`src/rtl/rau_pkg.sv`:
```
// ----------------------------------------------------------------------------
// rau_pkg: shared types and constants for the rational arithmetic unit
// Holds the operation codes, the front-to-back request struct and widths.
// ----------------------------------------------------------------------------
package rau_pkg;

  localparam int unsigned DefOperandBits = 16;
  localparam int unsigned OutBits        = 33;
  localparam int unsigned RawBits        = 64;
  localparam int unsigned OpBits         = 2;
  localparam int unsigned QueueDepth     = 2;

  typedef enum logic [OpBits-1:0] {
    OP_ADD = 2'd0,
    OP_SUB = 2'd1,
    OP_MUL = 2'd2,
    OP_DIV = 2'd3
  } op_t;

  // One classified request handed from the front part to the back part.
  typedef struct packed {
    logic               zero_num;
    logic               zero_den;
    logic               neg_num;
    logic               neg_den;
    logic [RawBits-1:0] raw_num;
    logic [RawBits-1:0] mag_num;
    logic [RawBits-1:0] mag_den;
  } req_t;

endpackage

```
`src/rtl/rau_front.sv`:
```
// ----------------------------------------------------------------------------
// rau_front: raw product formation and classification
// Forms the raw numerator and denominator one request at a time, with all
// products formed in one state, and classifies the result for the back part.
// ----------------------------------------------------------------------------
module rau_front #(
  parameter int unsigned OPERAND_BITS = rau_pkg::DefOperandBits
) (
  input  logic                    clk,
  input  logic                    rst,
  input  logic                    in_valid,
  output logic                    in_ready,
  input  logic [1:0]              op,
  input  logic [OPERAND_BITS-1:0] num_a,
  input  logic [OPERAND_BITS-1:0] den_a,
  input  logic [OPERAND_BITS-1:0] num_b,
  input  logic [OPERAND_BITS-1:0] den_b,
  output logic                    req_valid,
  input  logic                    req_ready,
  output rau_pkg::req_t           req
);
  import rau_pkg::*;

  typedef enum logic [1:0] {S_IDLE, S_MUL, S_SUM, S_OUT} state_t;

  state_t state;
  op_t    op_q;
  logic signed [OPERAND_BITS-1:0] an, ad, bn, bd;
  logic signed [2*OPERAND_BITS-1:0] p0, p1, p2;
  logic [RawBits-1:0] rn, rd;
  logic [RawBits-1:0] rn_next;
  logic [RawBits-1:0] p0x, p1x;

  assign in_ready  = (state == S_IDLE);
  assign req_valid = (state == S_OUT);

  assign p0x = RawBits'($signed(p0));
  assign p1x = RawBits'($signed(p1));

  always_comb begin
    unique case (op_q)
      OP_ADD:  rn_next = p0x + p1x;
      OP_SUB:  rn_next = p0x - p1x;
      OP_MUL:  rn_next = p0x;
      OP_DIV:  rn_next = p0x;
      default: rn_next = p0x;
    endcase
  end

  always_ff @(posedge clk) begin
    if (rst) begin
      state <= S_IDLE;
    end else begin
      unique case (state)
        S_IDLE: begin
          if (in_valid) begin
            op_q  <= op_t'(op);
            an    <= num_a;
            ad    <= den_a;
            bn    <= num_b;
            bd    <= den_b;
            state <= S_MUL;
          end
        end
        S_MUL: begin
          // p0: first numerator term, p1: cross term, p2: denominator.
          if (op_q == OP_MUL) begin
            p0 <= an * bn;
          end else begin
            p0 <= an * bd;
          end
          p1 <= bn * ad;
          if (op_q == OP_DIV) begin
            p2 <= ad * bn;
          end else begin
            p2 <= ad * bd;
          end
          state <= S_SUM;
        end
        S_SUM: begin
          rn    <= rn_next;
          rd    <= RawBits'($signed(p2));
          state <= S_OUT;
        end
        S_OUT: begin
          if (req_ready) begin
            state <= S_IDLE;
          end
        end
        default: state <= S_IDLE;
      endcase
    end
  end

  always_comb begin
    req.zero_num = (rn == '0);
    req.zero_den = (rd == '0);
    req.neg_num  = rn[RawBits-1];
    req.neg_den  = rd[RawBits-1];
    req.raw_num  = rn;
    req.mag_num  = rn[RawBits-1] ? (~rn + 1'b1) : rn;
    req.mag_den  = rd[RawBits-1] ? (~rd + 1'b1) : rd;
  end

endmodule

```
`src/rtl/rau_queue.sv`:
```
// ----------------------------------------------------------------------------
// rau_queue: short request queue between front and back
// A two-entry register queue that lets each side stall on its own.
// ----------------------------------------------------------------------------
module rau_queue (
  input  logic          clk,
  input  logic          rst,
  input  logic          wr_valid,
  output logic          wr_ready,
  input  rau_pkg::req_t wr_data,
  output logic          rd_valid,
  input  logic          rd_ready,
  output rau_pkg::req_t rd_data
);
  import rau_pkg::*;

  localparam int unsigned PtrBits = $clog2(QueueDepth);

  req_t               mem [QueueDepth];
  logic [PtrBits-1:0] wptr, rptr;
  logic [PtrBits:0]   count;
  logic               do_wr, do_rd;

  assign wr_ready = (count < (PtrBits+1)'(QueueDepth));
  assign rd_valid = (count != '0);
  assign rd_data  = mem[rptr];
  assign do_wr    = wr_valid && wr_ready;
  assign do_rd    = rd_valid && rd_ready;

  always_ff @(posedge clk) begin
    if (rst) begin
      wptr  <= '0;
      rptr  <= '0;
      count <= '0;
    end else begin
      if (do_wr) begin
        mem[wptr] <= wr_data;
        wptr      <= wptr + 1'b1;
      end
      if (do_rd) begin
        rptr <= rptr + 1'b1;
      end
      count <= count + (PtrBits+1)'(do_wr) - (PtrBits+1)'(do_rd);
    end
  end

`ifndef SYNTHESIS
  a_no_overflow: assert property (@(posedge clk) disable iff (rst)
    count <= (PtrBits+1)'(QueueDepth))
    else $error("request queue overflow");
  a_count_step: assert property (@(posedge clk) disable iff (rst)
    do_wr && !do_rd |=> count == $past(count) + 1'b1)
    else $error("request queue count did not grow on write");
  a_empty_no_read: assert property (@(posedge clk) disable iff (rst)
    count == '0 |-> !do_rd)
    else $error("read from empty request queue");
`endif

endmodule

```
`src/rtl/rau_back.sv`:
```
// ----------------------------------------------------------------------------
// rau_back: Euclidean reduction and result register
// Runs the GCD of the two magnitudes with a shared bit-serial divider, then
// divides both magnitudes by the GCD with the same unit.
// ----------------------------------------------------------------------------
module rau_back (
  input  logic                              clk,
  input  logic                              rst,
  input  logic                              req_valid,
  output logic                              req_ready,
  input  rau_pkg::req_t                     req,
  output logic                              res_valid,
  input  logic                              res_ready,
  output logic signed [rau_pkg::OutBits-1:0] num_out,
  output logic signed [rau_pkg::OutBits-1:0] den_out,
  output logic                              status
);
  import rau_pkg::*;

  localparam int unsigned CntBits = $clog2(RawBits);

  typedef enum logic [2:0] {
    S_IDLE, S_GCD, S_DIVN, S_DIVD, S_DONE
  } state_t;

  state_t state;
  logic               neg_num, neg_den;
  logic [RawBits-1:0] mag_num, mag_den, gx, gy;
  // Shared restoring divider: dividend shifts out of quot as quotient enters.
  logic [RawBits-1:0] quot, rem, dvsr;
  logic [CntBits-1:0] cnt;
  logic               busy;
  logic [RawBits:0]   trial;
  logic [RawBits-1:0] rem_sh;
  logic [RawBits-1:0] qnum;

  assign rem_sh    = {rem[RawBits-2:0], quot[RawBits-1]};
  assign trial     = {1'b0, rem_sh} - {1'b0, dvsr};
  assign req_ready = (state == S_IDLE) && !res_valid;

  always_ff @(posedge clk) begin
    if (rst) begin
      state     <= S_IDLE;
      res_valid <= 1'b0;
      busy      <= 1'b0;
    end else begin
      if (res_valid && res_ready) begin
        res_valid <= 1'b0;
      end
      if (busy) begin
        quot <= {quot[RawBits-2:0], ~trial[RawBits]};
        rem  <= trial[RawBits] ? rem_sh : trial[RawBits-1:0];
        cnt  <= cnt + 1'b1;
        if (cnt == CntBits'(RawBits-1)) begin
          busy <= 1'b0;
        end
      end
      unique case (state)
        S_IDLE: begin
          if (req_valid && !res_valid) begin
            neg_num <= req.neg_num;
            neg_den <= req.neg_den;
            mag_num <= req.mag_num;
            mag_den <= req.mag_den;
            if (req.zero_num) begin
              num_out   <= '0;
              den_out   <= OutBits'(1);
              status    <= 1'b0;
              res_valid <= 1'b1;
            end else if (req.zero_den) begin
              num_out   <= req.raw_num[OutBits-1:0];
              den_out   <= '0;
              status    <= 1'b1;
              res_valid <= 1'b1;
            end else begin
              gx    <= req.mag_num;
              gy    <= req.mag_den;
              quot  <= req.mag_num;
              dvsr  <= req.mag_den;
              rem   <= '0;
              cnt   <= '0;
              busy  <= 1'b1;
              state <= S_GCD;
            end
          end
        end
        S_GCD: begin
          if (!busy) begin
            // rem holds gx mod gy; step Euclid.
            if (rem == '0) begin
              quot  <= mag_num;
              dvsr  <= gy;
              gx    <= gy;
              rem   <= '0;
              cnt   <= '0;
              busy  <= 1'b1;
              state <= S_DIVN;
            end else begin
              gx   <= gy;
              gy   <= rem;
              quot <= gy;
              dvsr <= rem;
              rem  <= '0;
              cnt  <= '0;
              busy <= 1'b1;
            end
          end
        end
        S_DIVN: begin
          if (!busy) begin
            qnum  <= quot;
            quot  <= mag_den;
            dvsr  <= gx;
            rem   <= '0;
            cnt   <= '0;
            busy  <= 1'b1;
            state <= S_DIVD;
          end
        end
        S_DIVD: begin
          if (!busy) begin
            state <= S_DONE;
          end
        end
        S_DONE: begin
          num_out   <= neg_num ? OutBits'(~qnum + 1'b1) : qnum[OutBits-1:0];
          den_out   <= neg_den ? OutBits'(~quot + 1'b1) : quot[OutBits-1:0];
          status    <= 1'b0;
          res_valid <= 1'b1;
          state     <= S_IDLE;
        end
        default: state <= S_IDLE;
      endcase
    end
  end

`ifndef SYNTHESIS
  a_busy_not_idle: assert property (@(posedge clk) disable iff (rst)
    busy |-> state != S_IDLE && state != S_DONE)
    else $error("divider running outside a reduction step");
  a_nonzero_divisor: assert property (@(posedge clk) disable iff (rst)
    busy |-> dvsr != '0)
    else $error("divider started with zero divisor");
  a_done_gives_result: assert property (@(posedge clk) disable iff (rst)
    state == S_DONE |=> res_valid)
    else $error("reduction finished without a result");
`endif

endmodule

```
`src/rtl/rational_arith_unit.sv`:
```
// ----------------------------------------------------------------------------
// rational_arith_unit: exact arithmetic on two signed fractions
// Adds, subtracts, multiplies or divides two fractions and reduces the result
// by the Euclidean GCD of numerator and denominator magnitudes.
// ----------------------------------------------------------------------------
//
//  channel   | handshake        | payload
//  ----------+------------------+-------------------------------------------
//  request   | push / full      | op, num_a, den_a, num_b, den_b
//  result    | pop / empty      | num_out, den_out, status
//
// The front part forms the raw products in its multiply and sum states and
// hands a classified request to a two-entry queue. The back part reduces one
// request at a time with one shared 64-bit restoring divider that retires one
// quotient bit per cycle: one division per Euclid step, plus two more
// divisions by the GCD. A zero numerator or a zero denominator is answered
// from the idle state without the divider. Reset clears all control state;
// the result register holds while pop stays low, and the queue lets the front
// part accept further requests meanwhile.
// ----------------------------------------------------------------------------
module rational_arith_unit #(
  parameter int unsigned OPERAND_BITS = rau_pkg::DefOperandBits
) (
  input  logic                               clk,
  input  logic                               rst,
  input  logic                               push,
  output logic                               full,
  input  logic [1:0]                         op,
  input  logic signed [OPERAND_BITS-1:0]     num_a,
  input  logic signed [OPERAND_BITS-1:0]     den_a,
  input  logic signed [OPERAND_BITS-1:0]     num_b,
  input  logic signed [OPERAND_BITS-1:0]     den_b,
  output logic                               empty,
  input  logic                               pop,
  output logic signed [rau_pkg::OutBits-1:0] num_out,
  output logic signed [rau_pkg::OutBits-1:0] den_out,
  output logic                               status
);
  import rau_pkg::*;

  logic in_ready;
  logic f_valid, f_ready, b_valid, b_ready, res_valid;
  req_t f_req, b_req;

  assign full  = !in_ready;
  assign empty = !res_valid;

  rau_front #(.OPERAND_BITS(OPERAND_BITS)) u_front (
    .clk, .rst,
    .in_valid(push), .in_ready,
    .op, .num_a, .den_a, .num_b, .den_b,
    .req_valid(f_valid), .req_ready(f_ready), .req(f_req)
  );

  rau_queue u_queue (
    .clk, .rst,
    .wr_valid(f_valid), .wr_ready(f_ready), .wr_data(f_req),
    .rd_valid(b_valid), .rd_ready(b_ready), .rd_data(b_req)
  );

  rau_back u_back (
    .clk, .rst,
    .req_valid(b_valid), .req_ready(b_ready), .req(b_req),
    .res_valid, .res_ready(pop),
    .num_out, .den_out, .status
  );

`ifndef SYNTHESIS
  a_pop_clears: assert property (@(posedge clk) disable iff (rst)
    pop && !empty && !b_valid |=> empty)
    else $error("result not released after pop");
  a_result_holds: assert property (@(posedge clk) disable iff (rst)
    !empty && !pop |=> !empty && $stable(num_out) && $stable(den_out))
    else $error("waiting result changed");
  a_status_den: assert property (@(posedge clk) disable iff (rst)
    !empty && status |-> den_out == '0)
    else $error("error status with nonzero denominator");
`endif

endmodule
```
`config.mk`:
```
export PLATFORM = sky130hd
export DESIGN_NAME = rational_arith_unit
export DESIGN_NICKNAME = d
export VERILOG_FILES = /design/src/rtl/rau_pkg.sv /design/src/rtl/rau_front.sv /design/src/rtl/rau_queue.sv /design/src/rtl/rau_back.sv /design/src/rtl/rational_arith_unit.sv
export SDC_FILE = /design/constraint.sdc
export NUM_CORES = 2
export LEC_CHECK = 0
export BUFFER_PORTS_ARGS = -buffer_cell sky130_fd_sc_hd__buf_2
export CORE_ASPECT_RATIO = 0.6
export CORE_MARGIN = 5
export CORE_UTILIZATION = 45
export DETAILED_ROUTE_END_ITERATION = 7
export PLACE_DENSITY = 0.61
export SYNTH_ARGS = -nofsm -noshare
export SYNTH_HDL_FRONTEND = slang
export SYNTH_HIERARCHICAL = 1
export SYNTH_SLANG_ARGS = --single-unit
```
`constraint.sdc`:
```
create_clock -name clk -period 29.3 [get_ports clk]
set_input_delay 5.86 -clock clk [delete_from_list [all_inputs] [get_ports clk]]
set_output_delay 5.86 -clock clk [all_outputs]
set_load 0.005 [all_outputs]
```
==> metrics.csv <==
stage,metric,value,unit
run_status,failing checks,design-rule violations,
floorplanning,Die W,599,um
cells_and_area,Multi-input gate area,0.0534,sq mm
global_route,vias in the first global route,66100,
placement,gpl congestion,0.895,
synthesis,Synth Area per Inst,10.8,sq um
placement,detailed placement HPWL,188000,um
global_route,gr usage total,23.9,%
clocking,# resized after CTS,0,
cells_and_area,Synth-to-Final Area Change,7.58,%
route,total number of vias,64400,
cells_and_area,fraction of layout cells with a size suffix above 1,8.33,%
timing,clk_skew,0.0758,ns
floorplanning,die footprint,0.218,sq mm
floorplanning,initial core utilization,45.3,%
clocking,postcts setup bufs,0,
clocking,Post-CTS Hold Buffers,0,
timing,worst slew pin tran,1.22,ns
worst_hold_path,Worst Hold Class,reg -> reg,
global_route,GRT overflow,0,
timing,RSZ-0062 raised after global routing,false,
setup_path,crit path max fanout,69,
route,Via density,5.62,
timing,period utilisation layout,26.9,%
global_route,initial antenna violation count,16,
flow_run,Max-Cap Viols,0,
clocking,clock sink total,1125,
run_status,run status,"finished, violations left",
route,WL per Instance,22.5,um
route,final WL,257000,um
clocking,Clock transition at path regs,0.06,ns
floorplanning,Core Area,0.207,sq mm
timing,Fin Setup TNS,0,ns
timing,post-layout min period,7.87,ns
cells_and_area,Layout fillers,18700,
setup_path,Worst Setup Start Kind,primary input,
floorplanning,die height,363,um
clocking,Num CTS Buffers,110,
timing,"Hold Vio Cnt, Final",0,
setup_path,WP data required,29.62,ns
placement,port bufs,138,
synthesis,synthesized area,0.0937,sq mm
cells_and_area,Reg area,0.0337,sq mm
timing,Worst slew margin,18.6,%
global_route,largest net degree at the start of global routing,165,
route,Final ANT Viol Nets,0,
clocking,CTS tree,built,
clocking,Clock Latency Late Sink,0.75,ns
synthesis,Ys Warns,6,
floorplanning,Rows,129,
route,Starting DRT DRC Count,6421,
timing,Fmax,127,MHz
route,Pre-antenna DRT Iters,8,
synthesis,post-synthesis cell count,8634,
setup_path,crit path capture type,flop,
global_route,first-pass GRT wire length,402000,um
route,post-route DRC violation count,23,
clocking,maximum clock path buffer count,3,
setup_path,CP Class,in -> reg,
floorplanning,IO Pins,139,
clocking,Root Driver,clkbuf_16,
timing,final setup vio count,0,
setup_path,crit path DAT,8.19,ns
timing,final max-slew violation count,0,
cells_and_area,Final nets,10200,
clocking,H-tree levels,3,
[worst max-delay path, stage by stage]
cell,delay (ns)
buf_2,0.34
a211oi_4,0.27
buf_4,0.82
buf_4,0.80
[worst paths after layout]
check	cells after the start	endpoint	slack, ns	from
worst min-delay path	0	u_front/rd[11]$_DFFE_PP_	0.37	u_front/p2[11]$_DFFE_PP_
worst min register to register	0	u_front/rd[11]$_DFFE_PP_	0.37	u_front/p2[11]$_DFFE_PP_
worst max register to register	21	u_front/p2[31]$_DFFE_PP_	21.68	u_front/bd[1]$_DFFE_PP_
worst max-delay path	4	u_back/gy[40]$_DFFE_PP_	21.43	rst
[stage by stage]
stage	cell area [sq um]	worst slack (ns)	std cells	hold WS [ns]	utilization [%]
after floorplan	93900	10.55	8696	0.400	-
after global placement	97000	20.77	11200	0.413	46.9
after detailed placement	97000	20.67	11200	0.408	46.9
after CTS	101000	21.45	11400	0.382	48.8
after global routing	101000	21.34	11400	0.389	48.8
final	101000	21.43	11400	0.372	48.8
[final cells by class]
cell class	instances	share of cell area, %
Timing Repair Buffer	264	1.64
Sequential cell	1125	33.4
Clock buffer	128	2.80
Inverter	1263	4.71
Tap cell	2751	3.42
Multi-Input combinational cell	5834	53.0
Antenna cell	5	0.0124
Clock inverter	77	0.957
[per-layer routing]
layer | wire length [um] | global-route usage (%) | up-vias
met4 | 4890 | 4.69 | 6
met5 | 43 | 0 | -
met2 | 104000 | 33.8 | 2756
met1 | 122000 | 37.6 | 32700
met3 | 26300 | 5.23 | 268
li1 | - | - | 28700
[registers in the layout (all words and copies together), names as in the netlist, 33 cells and up, named ones only]
register / flops
u_back/den_out: 33
u_back/mag_num: 64
u_front/rn: 33
u_back/mag_den: 64
u_back/gx: 64
u_back/rem: 64
u_back/qnum: 33
u_back/quot: 64
u_back/gy: 64
u_back/dvsr: 64
u_back/num_out: 33
u_queue/mem: 330
[placed cells by master (no fill, tap or decap), drive strengths merged, types with 23 or more instances in the layout]
cell,n
a211oi,40
a21o,153
a21oi,294
a221o,69
a222oi,63
a311oi,38
a31oi,40
and2,511
and3,23
buf,264
clkbuf,128
clkinv,47
conb,63
edfxtp,1113
fa,1050
ha,437
inv,1267
mux2,199
mux2i,63
nand2,1042
nand2b,53
nand3,69
nand3b,33
nand4,35
nor2,360
nor2b,30
nor3,65
nor4,37
o211ai,60
o21a,28
o21ai,309
o21bai,31
o31ai,53
or3,41
or4,24
xnor2,206
xor2,146
Power is not shown: default switching activity piles up to over one toggle a cycle in this logic, so the estimate is an artifact.
